**src/hw/rtl/cau_pkg.sv**
```systemverilog
// cau_pkg: shared types, command codes, status codes and helper functions
// for the complex arithmetic unit. No dependencies.
package cau_pkg;

   // command codes of a request
   typedef enum logic [2:0] {
      CMD_ADD   = 3'd0,
      CMD_SUB   = 3'd1,
      CMD_MUL   = 3'd2,
      CMD_DIV   = 3'd3,
      CMD_POLAR = 3'd4,
      CMD_POWER = 3'd5,
      CMD_MOD   = 3'd6,
      CMD_CONJ  = 3'd7
   } cmd_type;

   // work class chosen by the front end
   typedef enum logic [1:0] {
      CLS_SIMPLE = 2'd0,
      CLS_MUL    = 2'd1,
      CLS_DIV    = 2'd2,
      CLS_RAD    = 2'd3
   } cls_type;

   localparam logic [1:0] ST_OK       = 2'd0;
   localparam logic [1:0] ST_DIVZERO  = 2'd1;
   localparam logic [1:0] ST_OVERFLOW = 2'd2;

   localparam logic signed [31:0] Q_ONE   = 32'sd65536;
   localparam logic signed [31:0] Q_ZERO  = 32'sd0;
   localparam logic signed [31:0] PI_Q    = 32'sd205887;
   localparam logic signed [31:0] MAX_Q   = 32'sh7FFFFFFF;
   localparam logic signed [31:0] MIN_Q   = 32'sh80000000;
   localparam logic signed [64:0] MAX_W   = 65'sd2147483647;
   localparam logic signed [64:0] MIN_W   = -65'sd2147483648;
   localparam int CORDIC_STEPS = 16;

   // one queued request after classification
   typedef struct packed {
      cmd_type            command;
      cls_type            cls;
      logic signed [31:0] a_re;
      logic signed [31:0] a_im;
      logic signed [31:0] b_re;
      logic signed [31:0] b_im;
      logic [3:0]         exponent;
   } entry_type;

   // arctangent of 2^-i in Q16.16
   function automatic logic signed [31:0] atan_q(input logic [3:0] i);
      logic signed [31:0] v;
      case (i)
         4'd0:    v = 32'sd51472;
         4'd1:    v = 32'sd30386;
         4'd2:    v = 32'sd16055;
         4'd3:    v = 32'sd8150;
         4'd4:    v = 32'sd4091;
         4'd5:    v = 32'sd2047;
         4'd6:    v = 32'sd1024;
         4'd7:    v = 32'sd512;
         4'd8:    v = 32'sd256;
         4'd9:    v = 32'sd128;
         4'd10:   v = 32'sd64;
         4'd11:   v = 32'sd32;
         4'd12:   v = 32'sd16;
         4'd13:   v = 32'sd8;
         4'd14:   v = 32'sd4;
         default: v = 32'sd2;
      endcase
      return v;
   endfunction

   // saturate a wide signed value to 32 bits
   function automatic logic signed [31:0] sat_val(input logic signed [64:0] v);
      logic signed [31:0] r;
      if (v > MAX_W) r = MAX_Q;
      else if (v < MIN_W) r = MIN_Q;
      else r = v[31:0];
      return r;
   endfunction

   function automatic logic sat_ovf(input logic signed [64:0] v);
      return (v > MAX_W) || (v < MIN_W);
   endfunction

endpackage

```
**src/hw/rtl/cau_channels.sv**
```systemverilog
// cau_channels: request and response channel interfaces of the complex
// arithmetic unit. Depends on nothing.
interface cau_req_if;
   logic               valid;
   logic               ready;
   logic [2:0]         command;
   logic signed [31:0] a_re;
   logic signed [31:0] a_im;
   logic signed [31:0] b_re;
   logic signed [31:0] b_im;
   logic [3:0]         exponent;

   modport source(output valid, command, a_re, a_im, b_re, b_im, exponent,
                  input ready);
   modport sink(input valid, command, a_re, a_im, b_re, b_im, exponent,
                output ready);
endinterface


```
**src/hw/rtl/cau_front.sv**
```systemverilog
// cau_front: accepts requests, classifies them and holds them in a
// two-entry queue. Depends on cau_pkg and cau_channels.
module cau_front import cau_pkg::*; #(
   parameter int MAX_EXPONENT = 15
) (
   input  logic      clock,
   input  logic      reset,
   cau_req_if.sink   req_ch,
   output entry_type q_entry,
   output logic      q_valid,
   input  logic      q_pop
);

   entry_type  mem_ff [2];
   logic       wr_ptr_ff;
   logic       rd_ptr_ff;
   logic [1:0] cnt_ff;
   logic       push;
   entry_type  new_entry;

   assign req_ch.ready = (cnt_ff != 2'd2);
   assign push         = req_ch.valid && req_ch.ready;
   assign q_valid      = (cnt_ff != 2'd0);
   assign q_entry      = mem_ff[rd_ptr_ff];

   // classify the incoming request and clamp the exponent
   always_comb begin
      new_entry.command  = cmd_type'(req_ch.command);
      new_entry.a_re     = req_ch.a_re;
      new_entry.a_im     = req_ch.a_im;
      new_entry.b_re     = req_ch.b_re;
      new_entry.b_im     = req_ch.b_im;
      new_entry.exponent = ({28'b0, req_ch.exponent} > MAX_EXPONENT) ?
                           4'(MAX_EXPONENT) : req_ch.exponent;
      case (cmd_type'(req_ch.command))
         CMD_MUL, CMD_POWER:  new_entry.cls = CLS_MUL;
         CMD_DIV:             new_entry.cls = CLS_DIV;
         CMD_POLAR, CMD_MOD:  new_entry.cls = CLS_RAD;
         default:             new_entry.cls = CLS_SIMPLE;
      endcase
   end

   // queue storage
   always_ff @(posedge clock) begin
      if (push) mem_ff[wr_ptr_ff] <= new_entry;
   end

   // queue pointers and fill count
   always_ff @(posedge clock) begin
      if (reset) begin
         wr_ptr_ff <= 1'b0;
         rd_ptr_ff <= 1'b0;
         cnt_ff    <= 2'd0;
      end else begin
         if (push) wr_ptr_ff <= ~wr_ptr_ff;
         if (q_pop) rd_ptr_ff <= ~rd_ptr_ff;
         if (push && !q_pop) cnt_ff <= cnt_ff + 2'd1;
         else if (!push && q_pop) cnt_ff <= cnt_ff - 2'd1;
      end
   end

endmodule

```
**src/flat_wrapper.sv**
```systemverilog
// flat-port wrapper written by rule: the top's interface ports become plain ports
module cau_front_flat import cau_pkg::*;
#(
   parameter int MAX_EXPONENT = 15
)
  (clock, reset, q_entry, q_valid, q_pop, req_ch_valid, req_ch_command, req_ch_a_re, req_ch_a_im, req_ch_b_re, req_ch_b_im, req_ch_exponent, req_ch_ready);
  cau_req_if req_ch_i ();
  input  logic clock;
  input  logic reset;
  output entry_type q_entry;
  output logic q_valid;
  input  logic q_pop;
  input wire logic [$bits(req_ch_i.valid)-1:0] req_ch_valid;
  input wire logic [$bits(req_ch_i.command)-1:0] req_ch_command;
  input wire logic [$bits(req_ch_i.a_re)-1:0] req_ch_a_re;
  input wire logic [$bits(req_ch_i.a_im)-1:0] req_ch_a_im;
  input wire logic [$bits(req_ch_i.b_re)-1:0] req_ch_b_re;
  input wire logic [$bits(req_ch_i.b_im)-1:0] req_ch_b_im;
  input wire logic [$bits(req_ch_i.exponent)-1:0] req_ch_exponent;
  output wire logic [$bits(req_ch_i.ready)-1:0] req_ch_ready;
  assign req_ch_i.valid = req_ch_valid;
  assign req_ch_i.command = req_ch_command;
  assign req_ch_i.a_re = req_ch_a_re;
  assign req_ch_i.a_im = req_ch_a_im;
  assign req_ch_i.b_re = req_ch_b_re;
  assign req_ch_i.b_im = req_ch_b_im;
  assign req_ch_i.exponent = req_ch_exponent;
  assign req_ch_ready = req_ch_i.ready;
  cau_front #(.MAX_EXPONENT(MAX_EXPONENT)) u_core (.clock(clock), .reset(reset), .req_ch(req_ch_i), .q_entry(q_entry), .q_valid(q_valid), .q_pop(q_pop));
endmodule
```
**config.mk**
```make
export PLATFORM = sky130hd
export DESIGN_NAME = cau_front_flat
export DESIGN_NICKNAME = d
export VERILOG_FILES = /design/src/hw/rtl/cau_pkg.sv /design/src/hw/rtl/cau_channels.sv /design/src/hw/rtl/cau_front.sv /design/src/flat_wrapper.sv
export SDC_FILE = /design/constraint.sdc
export NUM_CORES = 1
export LEC_CHECK = 0
export ABC_AREA = 1
export BUFFER_PORTS_ARGS = -buffer_cell sky130_fd_sc_hd__buf_4
export CAP_MARGIN = 20
export CELL_PAD_IN_SITES_DETAIL_PLACEMENT = 0
export CELL_PAD_IN_SITES_GLOBAL_PLACEMENT = 1
export CORE_MARGIN = 8
export CORE_UTILIZATION = 44
export DETAILED_ROUTE_END_ITERATION = 16
export GPL_TIMING_DRIVEN = 0
export PLACE_DENSITY = 0.86
export SYNTH_ARGS = -nofsm -noshare
export SYNTH_HDL_FRONTEND = slang
export SYNTH_SLANG_ARGS = --single-unit
```
**constraint.sdc**
```tcl
create_clock -name clock -period 8.7 [get_ports clock]
set_input_delay 0.435 -clock clock [delete_from_list [all_inputs] [get_ports clock]]
set_output_delay 0.435 -clock clock [all_outputs]
set_load 0.02 [all_outputs]
```
* Word-level counts from Yosys, hierarchy flattened
Memories as Yosys holds them, arrays and structs flattened. A register that Yosys moved wholly into a read port is not among the register bits.
Index checks and enable logic that the tools add are counted.
** Word-level totals
- Memories :: 1
- Logic and storage cells :: 30
- Output and inout port bits :: 139
- Flip-flop bits (word level) :: 4
- RAM bits :: 274
** Cells by class
- Reductions and logical operators :: 9
- $add $sub $neg :: 2
- Equal/unequal tests :: 6
- Bitwise gates (word level) :: 2
- Multiplexer cells :: 7
** Memory list
- u_core.mem_ff :: depth 2, bits a word 137, read ports 1, clocked after Yosys merged registers in 1, write ports 1, line cau_front.sv:14 : entry_type mem_ff [2];
** Operators with widths (count)
- equality test 3 bit, second input constant :: 3
- equality test 3 x 2 -> 1 bit, second input constant :: 2
- one-hot mux 2 bit (3 select lines) :: 1
- two-way mux 1 bit :: 4
- two-way mux 2 bit :: 2
- nonzero test 2 bit :: 2
- OR reduction 2 bit :: 2
- logical AND 1 bit :: 3
- adder 2 x 1 -> 2 bit, second input constant :: 1
- logical NOT 1 bit :: 2
- != test 2 bit, second input constant :: 1
- NOT 1 bit :: 2
- subtractor 2 x 1 -> 2 bit, second input constant :: 1

* Logic depth before layout (Yosys ltp)
Gate-level depths: netlist (run 1).
- Depth after elaboration :: 6
- Mapped depth :: 11

* Worst setup path before layout (run 1)
Ideal clock, no wire load.
- Path type :: reg2reg
- Start point :: register u_core.cnt_ff[0]
- End point :: memory u_core.mem_ff[0][0] (netlist bit) (enable)
- Clock period less this slack :: 7.025 ns
- Data arrival time :: 6.390 ns
- Required time :: 8.065 ns
- Stages on the path, launching flop included :: 5
- Path buffers :: 0
- Slack :: 1.675 ns
- Cells stage by stage :: dfxtp_1 -> inv_1 -> nand2_1 -> nand2_1 -> nor2_1
** On the way
- Cells in the longest elaborated chain, start to end :: 4
** Ends and longest elaborated chain
- start, declared :: line cau_front.sv:17 : logic [1:0] cnt_ff;
- start signal, assigned :: line cau_front.sv:57 : if (push && !q_pop) cnt_ff <= cnt_ff + 2'd1;
- start signal, assigned :: line cau_front.sv:58 : else if (!push && q_pop) cnt_ff <= cnt_ff - 2'd1;
- != test 2 bit :: line cau_front.sv:21 : assign req_ch.ready = (cnt_ff != 2'd2);
- named net req_ch_ready :: line flat_wrapper.sv:20 : output wire logic [$bits(req_ch_i.ready)-1:0] req_ch_ready;
- logical AND 1 bit :: line cau_front.sv:22 : assign push = req_ch.valid && req_ch.ready;
- two-way mux 1 bit :: line cau_front.sv:45 : if (push) mem_ff[wr_ptr_ff] <= new_entry;
- two-way mux 1 bit (implied by the code) :: line cau_front.sv:45
- end, declared :: line cau_front.sv:14
The timed path passes the listed nets, and every way through them passes these cells.

* Worst setup path in the final report (run 1)
- Start point :: register u_core.cnt_ff[0]
- End point :: memory u_core.mem_ff[1][67] (netlist bit) (enable)
** On the way
- Cells in the longest elaborated chain, start to end :: 4
** Ends and longest elaborated chain (line)
- != test 2 bit :: cau_front.sv:21
- logical AND 1 bit :: cau_front.sv:22
- two-way mux 1 bit :: cau_front.sv:45
- two-way mux 1 bit (implied by the code) :: cau_front.sv:45
No other way between the ends.

==> metrics.md, run 1 <==
| Metric | Value |
|---|---|
| # Post-CTS Setup Buffers | 0 |
| Final core utilization | 60.4% |
| Commonest non-fill, non-tap cells in the layout | 277 x buf_4, 274 x edfxtp_1, 137 x mux2_2, 29 x clkbuf_16 |
| Syn Inst Count | around 470 |
| Slew of the pin with the lowest slew margin | 1000 ps |
| DP HPWL | 15.6 mm |
| Routed Antenna Nets | 0 |
| Num CTS Buffers | 28 |
| P_leak | a little over 0.005 uW |
| Final Max Tran Viols | 0 |
| Yosys reg bits | 279 |
| Fmax | 376 MHz |
| Num rows | 55 |
| Dpl cells | 1037 |
| Synth unique cells | 14 |
| Die width | 168 um |
| I/O pin total | 278 |
| Worst vdd ir | 180 uV |
| N_diodes | 0 |
| CTS clock-pin slew for the worst setup and hold paths | 60 ps |
| Vias in the first global route | ~6000 |
| HP Class | in2reg |
| Core Region | between 20000 and 25000 um2 |
| Mean post-synth cell area | 21.9 um2 |
| CTS H-tree lvls | 1 |
| Crit share post-route | 30.6% |
| Design area | 13700 um2 |
| Post_cts resized | 0 |
| Via Count | between 5000 and 6000 |
| Largest net degree at the start of global routing | 35 |
| Post-route insts no fill | between 1000 and 1500 |
| Syn Std Cell Area | approximately 10000 um2 |
| Unrepaired setup endpoints after global routing | false |
| Clock latency on the worst-skew pair | 530 ps |
| Post-Place Worst Slack | 6020 ps |
| Crit path max fanout | 32 |
| First-pass GRT wire length | 33.0 mm |
| Number of hold violations in the final report | 0 |
| Critical Path Sink Type | register |
| WS Path Type | reg2reg |
| CP startpoint kind | register |
| # setup viols final | 0 |
| Area grow syn2layout | 34.1% |
| Maximum clock path buffer count | 3 |
| Wire length per cell | 20.2 um |
| Synthesized net count | 607 |
| Num Clock Sinks | 279 |
| Tmin final | 2660 ps |
| Clock Skews | approximately 6.5 ps |
| CTS tree | yes |
| Synth warn | 0 |
| Ratio of cells with drive above 1 in the final layout | between 50% and 60% |
| Max transition margin | 33.1% |
| Vias/cell | just under 5 |
| Hold_ws | 82.8 ps |
| CP Data Arrival Time | 2880 ps |
| Die Footprint | between 20000 and 30000 um2 |
| Final #Nets | 922 |
| Seq/Total Area, Yosys | 81.5% |
| Placed cell area | between 10000 and 15000 um2 |
| Initial core utilization | 45.0% |
| IO Port Bufs | about 280 |
| Initial DRC count | 264 |
| Power per cell area | 241 nW/um2 |
| Drt first pass iters | 4 |
| Initial antenna violation count | 0 |
| Die height | 168 um |
| Hold_buf cts | 0 |
| Routability cong. | roughly 0.75 |
| MaxCap Viol Count | 0 |
| Final worst slack | 6040 ps |
| Status | finished clean |
| Overflow after GRT | 0 |
| # DRC | 0 |
| Final wirelength | 21.9 mm |
| All-Layer GR Usage | 14.7% |
| CTS root buffer | clkbuf_16 |
| Crit path required time | 8920 ps |
| Commonest non-fill, non-tap cell in the layout | buf_4 |
registers in the layout (all words and copies together), names as in the netlist, named ones only:
signal and cells:
u_core.mem_ff 274, u_core.cnt_ff 2, u_core.rd_ptr_ff 1, u_core.wr_ptr_ff 1
cells by family (layout without fill, tap and decap cells):
| logic type | Yosys count | in the layout | share of synthesized area (%) |
|---|---|---|---|
| AO/OA/AOI/OAI | 4 | 4 | 0.196 |
| XOR/XNOR | 1 | 1 | 0.0857 |
| buffers and inverters | 25 | 359 | 2.26 |
| AND/OR/NAND/NOR | 20 | 20 | 0.771 |
| flip-flops | 279 | 279 | 81.5 |
| multiplexers | 137 | 137 | 15.1 |
| adder cells (fa/ha/maj) | 1 | 1 | 0.122 |
final timing paths:
kind,endpoint,slack (ps),start,cells after the start
setup / recovery,u_core.mem_ff[1][67]$_DFFE_PP_,6040,u_core.cnt_ff[0]$_SDFFE_PP0P_,7
hold / removal,u_core.rd_ptr_ff$_SDFFE_PP0P_,80,reset,2
setup reg to reg,u_core.mem_ff[1][67]$_DFFE_PP_,6040,u_core.cnt_ff[0]$_SDFFE_PP0P_,7
hold reg to reg,u_core.rd_ptr_ff$_SDFFE_PP0P_,530,u_core.rd_ptr_ff$_SDFFE_PP0P_,2
where the power goes:
| part | internal (uW) | switching [uW] | total (uW) |
|---|---|---|---|
| Clock | 658 | 464 | 1120 |
| Sequential | 1600 | 24.3 | 1630 |
| Combinational | 257 | 296 | 552 |
| Total | 2520 | 783 | 3300 |
synthesized netlist by cell type:
cell      instances  area share, %
edfxtp_1        274             80
inv_1            10           0.37
nand2_1           8           0.29
mux2_2          137             15
dfxtp_1           5           0.98
clkbuf_8         10            1.3
nand4_1           1          0.061
a21oi_1           2          0.098
nand3_1           1          0.049
o21ai_0           2          0.098
ha_1              1           0.12
nor2_1           10           0.37
xnor2_1           1          0.086
buf_6             5           0.55
critical path, cell delays in order (launching register included):
cell and delay, ps:
dfxtp_1 330, inv_1 100, nand2_1 150, nand2_1 180
nor2_4 790, buf_12 300, buf_12 250, buf_12 230
layout make-up:
| type | instances | area, um2 |
|---|---|---|
| fillers | 1645 | 9000 |
| repair buffers | 285 | 2250 |
| flip-flops and latches | 279 | 8330 |
| clock inverters | 17 | 123 |
| well taps | 285 | 357 |
| inverters | 10 | 37.5 |
| multi-input cells | 163 | 1680 |
| plain buffers | 15 | 194 |
| clock buffers | 32 | 737 |
through the flow:
stage,power [uW],TNS [ps]
finish,3300,0
floorplan,1970,0
detailed placement,2210,0
global placement,2210,-219030
global route,3420,0
CTS,3340,0
layer usage:
| layer | vias to the layer above | track usage, % | part of all wire (%) |
|---|---|---|---|
| met5 | - | 0 | 0 |
| met4 | 0 | 5.12 | 2.8 |
| met3 | 43 | 4.82 | 8.3 |
| met2 | 206 | 24.9 | 50 |
| met1 | 2621 | 17.4 | 39 |
| li1 | 2463 | - | - |
Note: power is estimated with default switching activity, not from simulation.
==> run 2: changes to the inputs <==
Clock period 8.7 ns to 2.7 ns, I/O delays scaled along.
==> run 2 against run 1 <==
  * Cell count grew 13%
  * Critical path type unchanged
  * Worst setup slack lost 5300 ps
  * Register-to-register slack lost 5300 ps
==> metrics.md, run 2 (same netlist as run 1, synthesis figures left out) <==
| Metric | Value |
|---|---|
| # DRC | 0 |
| CP Data Arrival Time | 2200 ps |
| Via Count | 5926 |
| Top flop regs | u_core.mem_ff x274, u_core.cnt_ff x2 |
| Drt first pass iters | 4 |
| Wire length per cell | 20.1 um |
| Final Max Tran Viols | 0 |
| MaxCap Viol Count | 0 |
| Hold depth | 2 |
| Commonest non-fill, non-tap cells in the layout | 277 x buf_4, 274 x edfxtp_1, 139 x dlygate4sd3_1, 137 x mux2_2, 29 x clkbuf_16 |
| Reg power frac | 48.1% |
| # setup viols final | 0 |
| CTS tree | yes |
| Number of hold violations in the final report | 0 |
| Post_cts resized | 0 |
| Vias in the first global route | roughly 6800 |
| Clock Skews | about 12 ps |
| Slew of the pin with the lowest slew margin | 657 ps |
| Clock latency on the worst-skew pair | roughly 530 ps |
| Worst reg-to-reg setup slack | 710 ps |
| Critical Path Sink Type | register |
| NetSw | around 2600 uW |
| Crit share post-route | between 70% and 80% |
| Crit path max fanout | 33 |
| CTS clock-pin slew for the worst setup and hold paths | 60 ps |
| Crit-path cells | inv_2 -> nand2_4 -> nand2_4 -> nor2_4 -> buf_12 -> buf_12 |
| Final core utilization | about two thirds |
| Design area | 15100 um2 |
| Area grow syn2layout | 47.9% |
| Worst vdd ir | 560 uV |
| Switching share of power | 24.2% |
| WS Path Type | reg2reg |
| Die width | 168 um |
| Status | finished clean |
| Num Clock Sinks | 279 |
| Final #Nets | 1061 |
| # Post-CTS Setup Buffers | 0 |
| Worst r2r dst | u_core.mem_ff[0][3]$_DFFE_PP_ |
| Crit path required time | 2910 ps |
| HP Class | in2reg |
| CP startpoint kind | register |
| Initial core utilization | 45.0% |
| First-pass GRT wire length | 37.5 mm |
| Register bank with the most flops | u_core.mem_ff |
| Routed Antenna Nets | 0 |
| Min-delay src | req_ch_b_im[1] |
| Max transition margin | 56.1% |
| Power per cell area | 722 nW/um2 |
| Hold Path End | u_core.mem_ff[0][5]$_DFFE_PP_ |
| Num rows | 55 |
| Worst-path cell with the longest stage delay | nor2_4 |
| Tmin final | 1990 ps |
| CTS H-tree lvls | 1 |
| Die Footprint | 28400 um2 |
| P_leak | 0.00573 uW |
| CTS root buffer | clkbuf_16 |
| Routability cong. | approximately 0.76 |
| DP HPWL | about 16 mm |
| Vias/cell | 4.83 |
| Unrepaired setup endpoints after global routing | false |
| Internal | 8270 uW |
| Initial DRC count | 304 |
| Largest net degree at the start of global routing | 36 |
| All-Layer GR Usage | 16.7% |
| Core Region | ~23000 um2 |
| IO Port Bufs | 277 |
| Gate power share | 18.1% |
| Initial antenna violation count | 1 |
| Maximum clock path buffer count | 3 |
| Placed cell area | 12900 um2 |
| Reg2Reg Depth | 6 |
| Overflow after GRT | 0 |
| Final wirelength | 24.7 mm |
| I/O pin total | 278 |
| Die height | 168 um |
| Num CTS Buffers | 28 |
| Commonest non-fill, non-tap cell in the layout | buf_4 |
| Worst path max stage delay | 540 ps |
| Max reg flops | 274 |
| RR Startpoint | u_core.cnt_ff[0]$_SDFFE_PP0P_ |
| Fmax | between 500 and 600 MHz |
| Ratio of cells with drive above 1 in the final layout | 50.6% |
| Clock Power Share | 33.7% |
## run 2: cell types whose count changed in the layout (fill, tap and decap cells not counted), sizes merged
cell	change
clkbuf	+5
clkinv	-3
diode	+1
dlygate4sd3	+139
## run 2: layer usage
| metal | share of wire, % | global-route usage, % | vias up |
|---|---|---|---|
| li1 | - | - | 2741 |
| met4 | 2.3 | 5.05 | 0 |
| met5 | 0 | 0 | - |
| met1 | 38 | 18.5 | 2932 |
| met2 | 52 | 30.5 | 215 |
| met3 | 7.4 | 4.98 | 38 |
## run 2: metrics by stage
stage                     power, uW  worst slack, ps  cells  setup TNS, ps  hold slack, ps
after global placement         7050            -1170   1029        -316870             315
after detailed placement       7140              703   1037              0             322
final                         10900              706   1228              0             328
after global routing          11300              616   1228              0             321
after floorplan                6300             -309    467         -82120             207
after CTS                     11000              678   1227              0             303
## run 2: critical path: cells and delay by family, from the launching register on
kind,cells,cell delay [ps]
flops,1,330
buf+inv,3,600
simple gates,3,700
## run 2: power by group through the flow
stage / clock, uW / sequential, uW / combinational (uW)
floorplan: 0 / 5330 / 966
global route: 3930 / 5280 / 2090
detailed placement: 0 / 5340 / 1810
CTS: 3730 / 5250 / 1990
global placement: 0 / 5350 / 1700
finish: 3680 / 5250 / 1980
## run 2: layout make-up
type                       count  area (um2)
sequential                   279        8330
tap                          285         357
multi-input combinational    163        1690
inverter                      10        37.5
clock buffer                  37         756
antenna                        1        2.50
clock inverter                14         113
buffer                        15         194
timing repair buffer         424        3640
fill                        1470        7590
## run 2: worst max-delay path by stage
stage,startpoint,to,slack (ps),depth (start not counted)
2_1_floorplan,u_core.cnt_ff[0]$_SDFFE_PP0P_,u_core.mem_ff[0][0]$_DFFE_PP_,-310,4
3_3_place_gp,u_core.cnt_ff[0]$_SDFFE_PP0P_,u_core.mem_ff[0][9]$_DFFE_PP_,-1170,4
5_1_grt,u_core.cnt_ff[0]$_SDFFE_PP0P_,u_core.mem_ff[0][1]$_DFFE_PP_,620,6
4_1_cts,register,q_entry[133],680,4
6_report,u_core.cnt_ff[0]$_SDFFE_PP0P_,u_core.mem_ff[0][3]$_DFFE_PP_,710,6
3_5_place_dp,u_core.cnt_ff[0]$_SDFFE_PP0P_,u_core.mem_ff[0][11]$_DFFE_PP_,700,6
## run 2: timing repair
item | 4_1_cts | 5_1_grt
hold endpoints to repair | 279 | 0
hold buffers | 139 | 0
endpoints found under the setup margin | 0 | 0
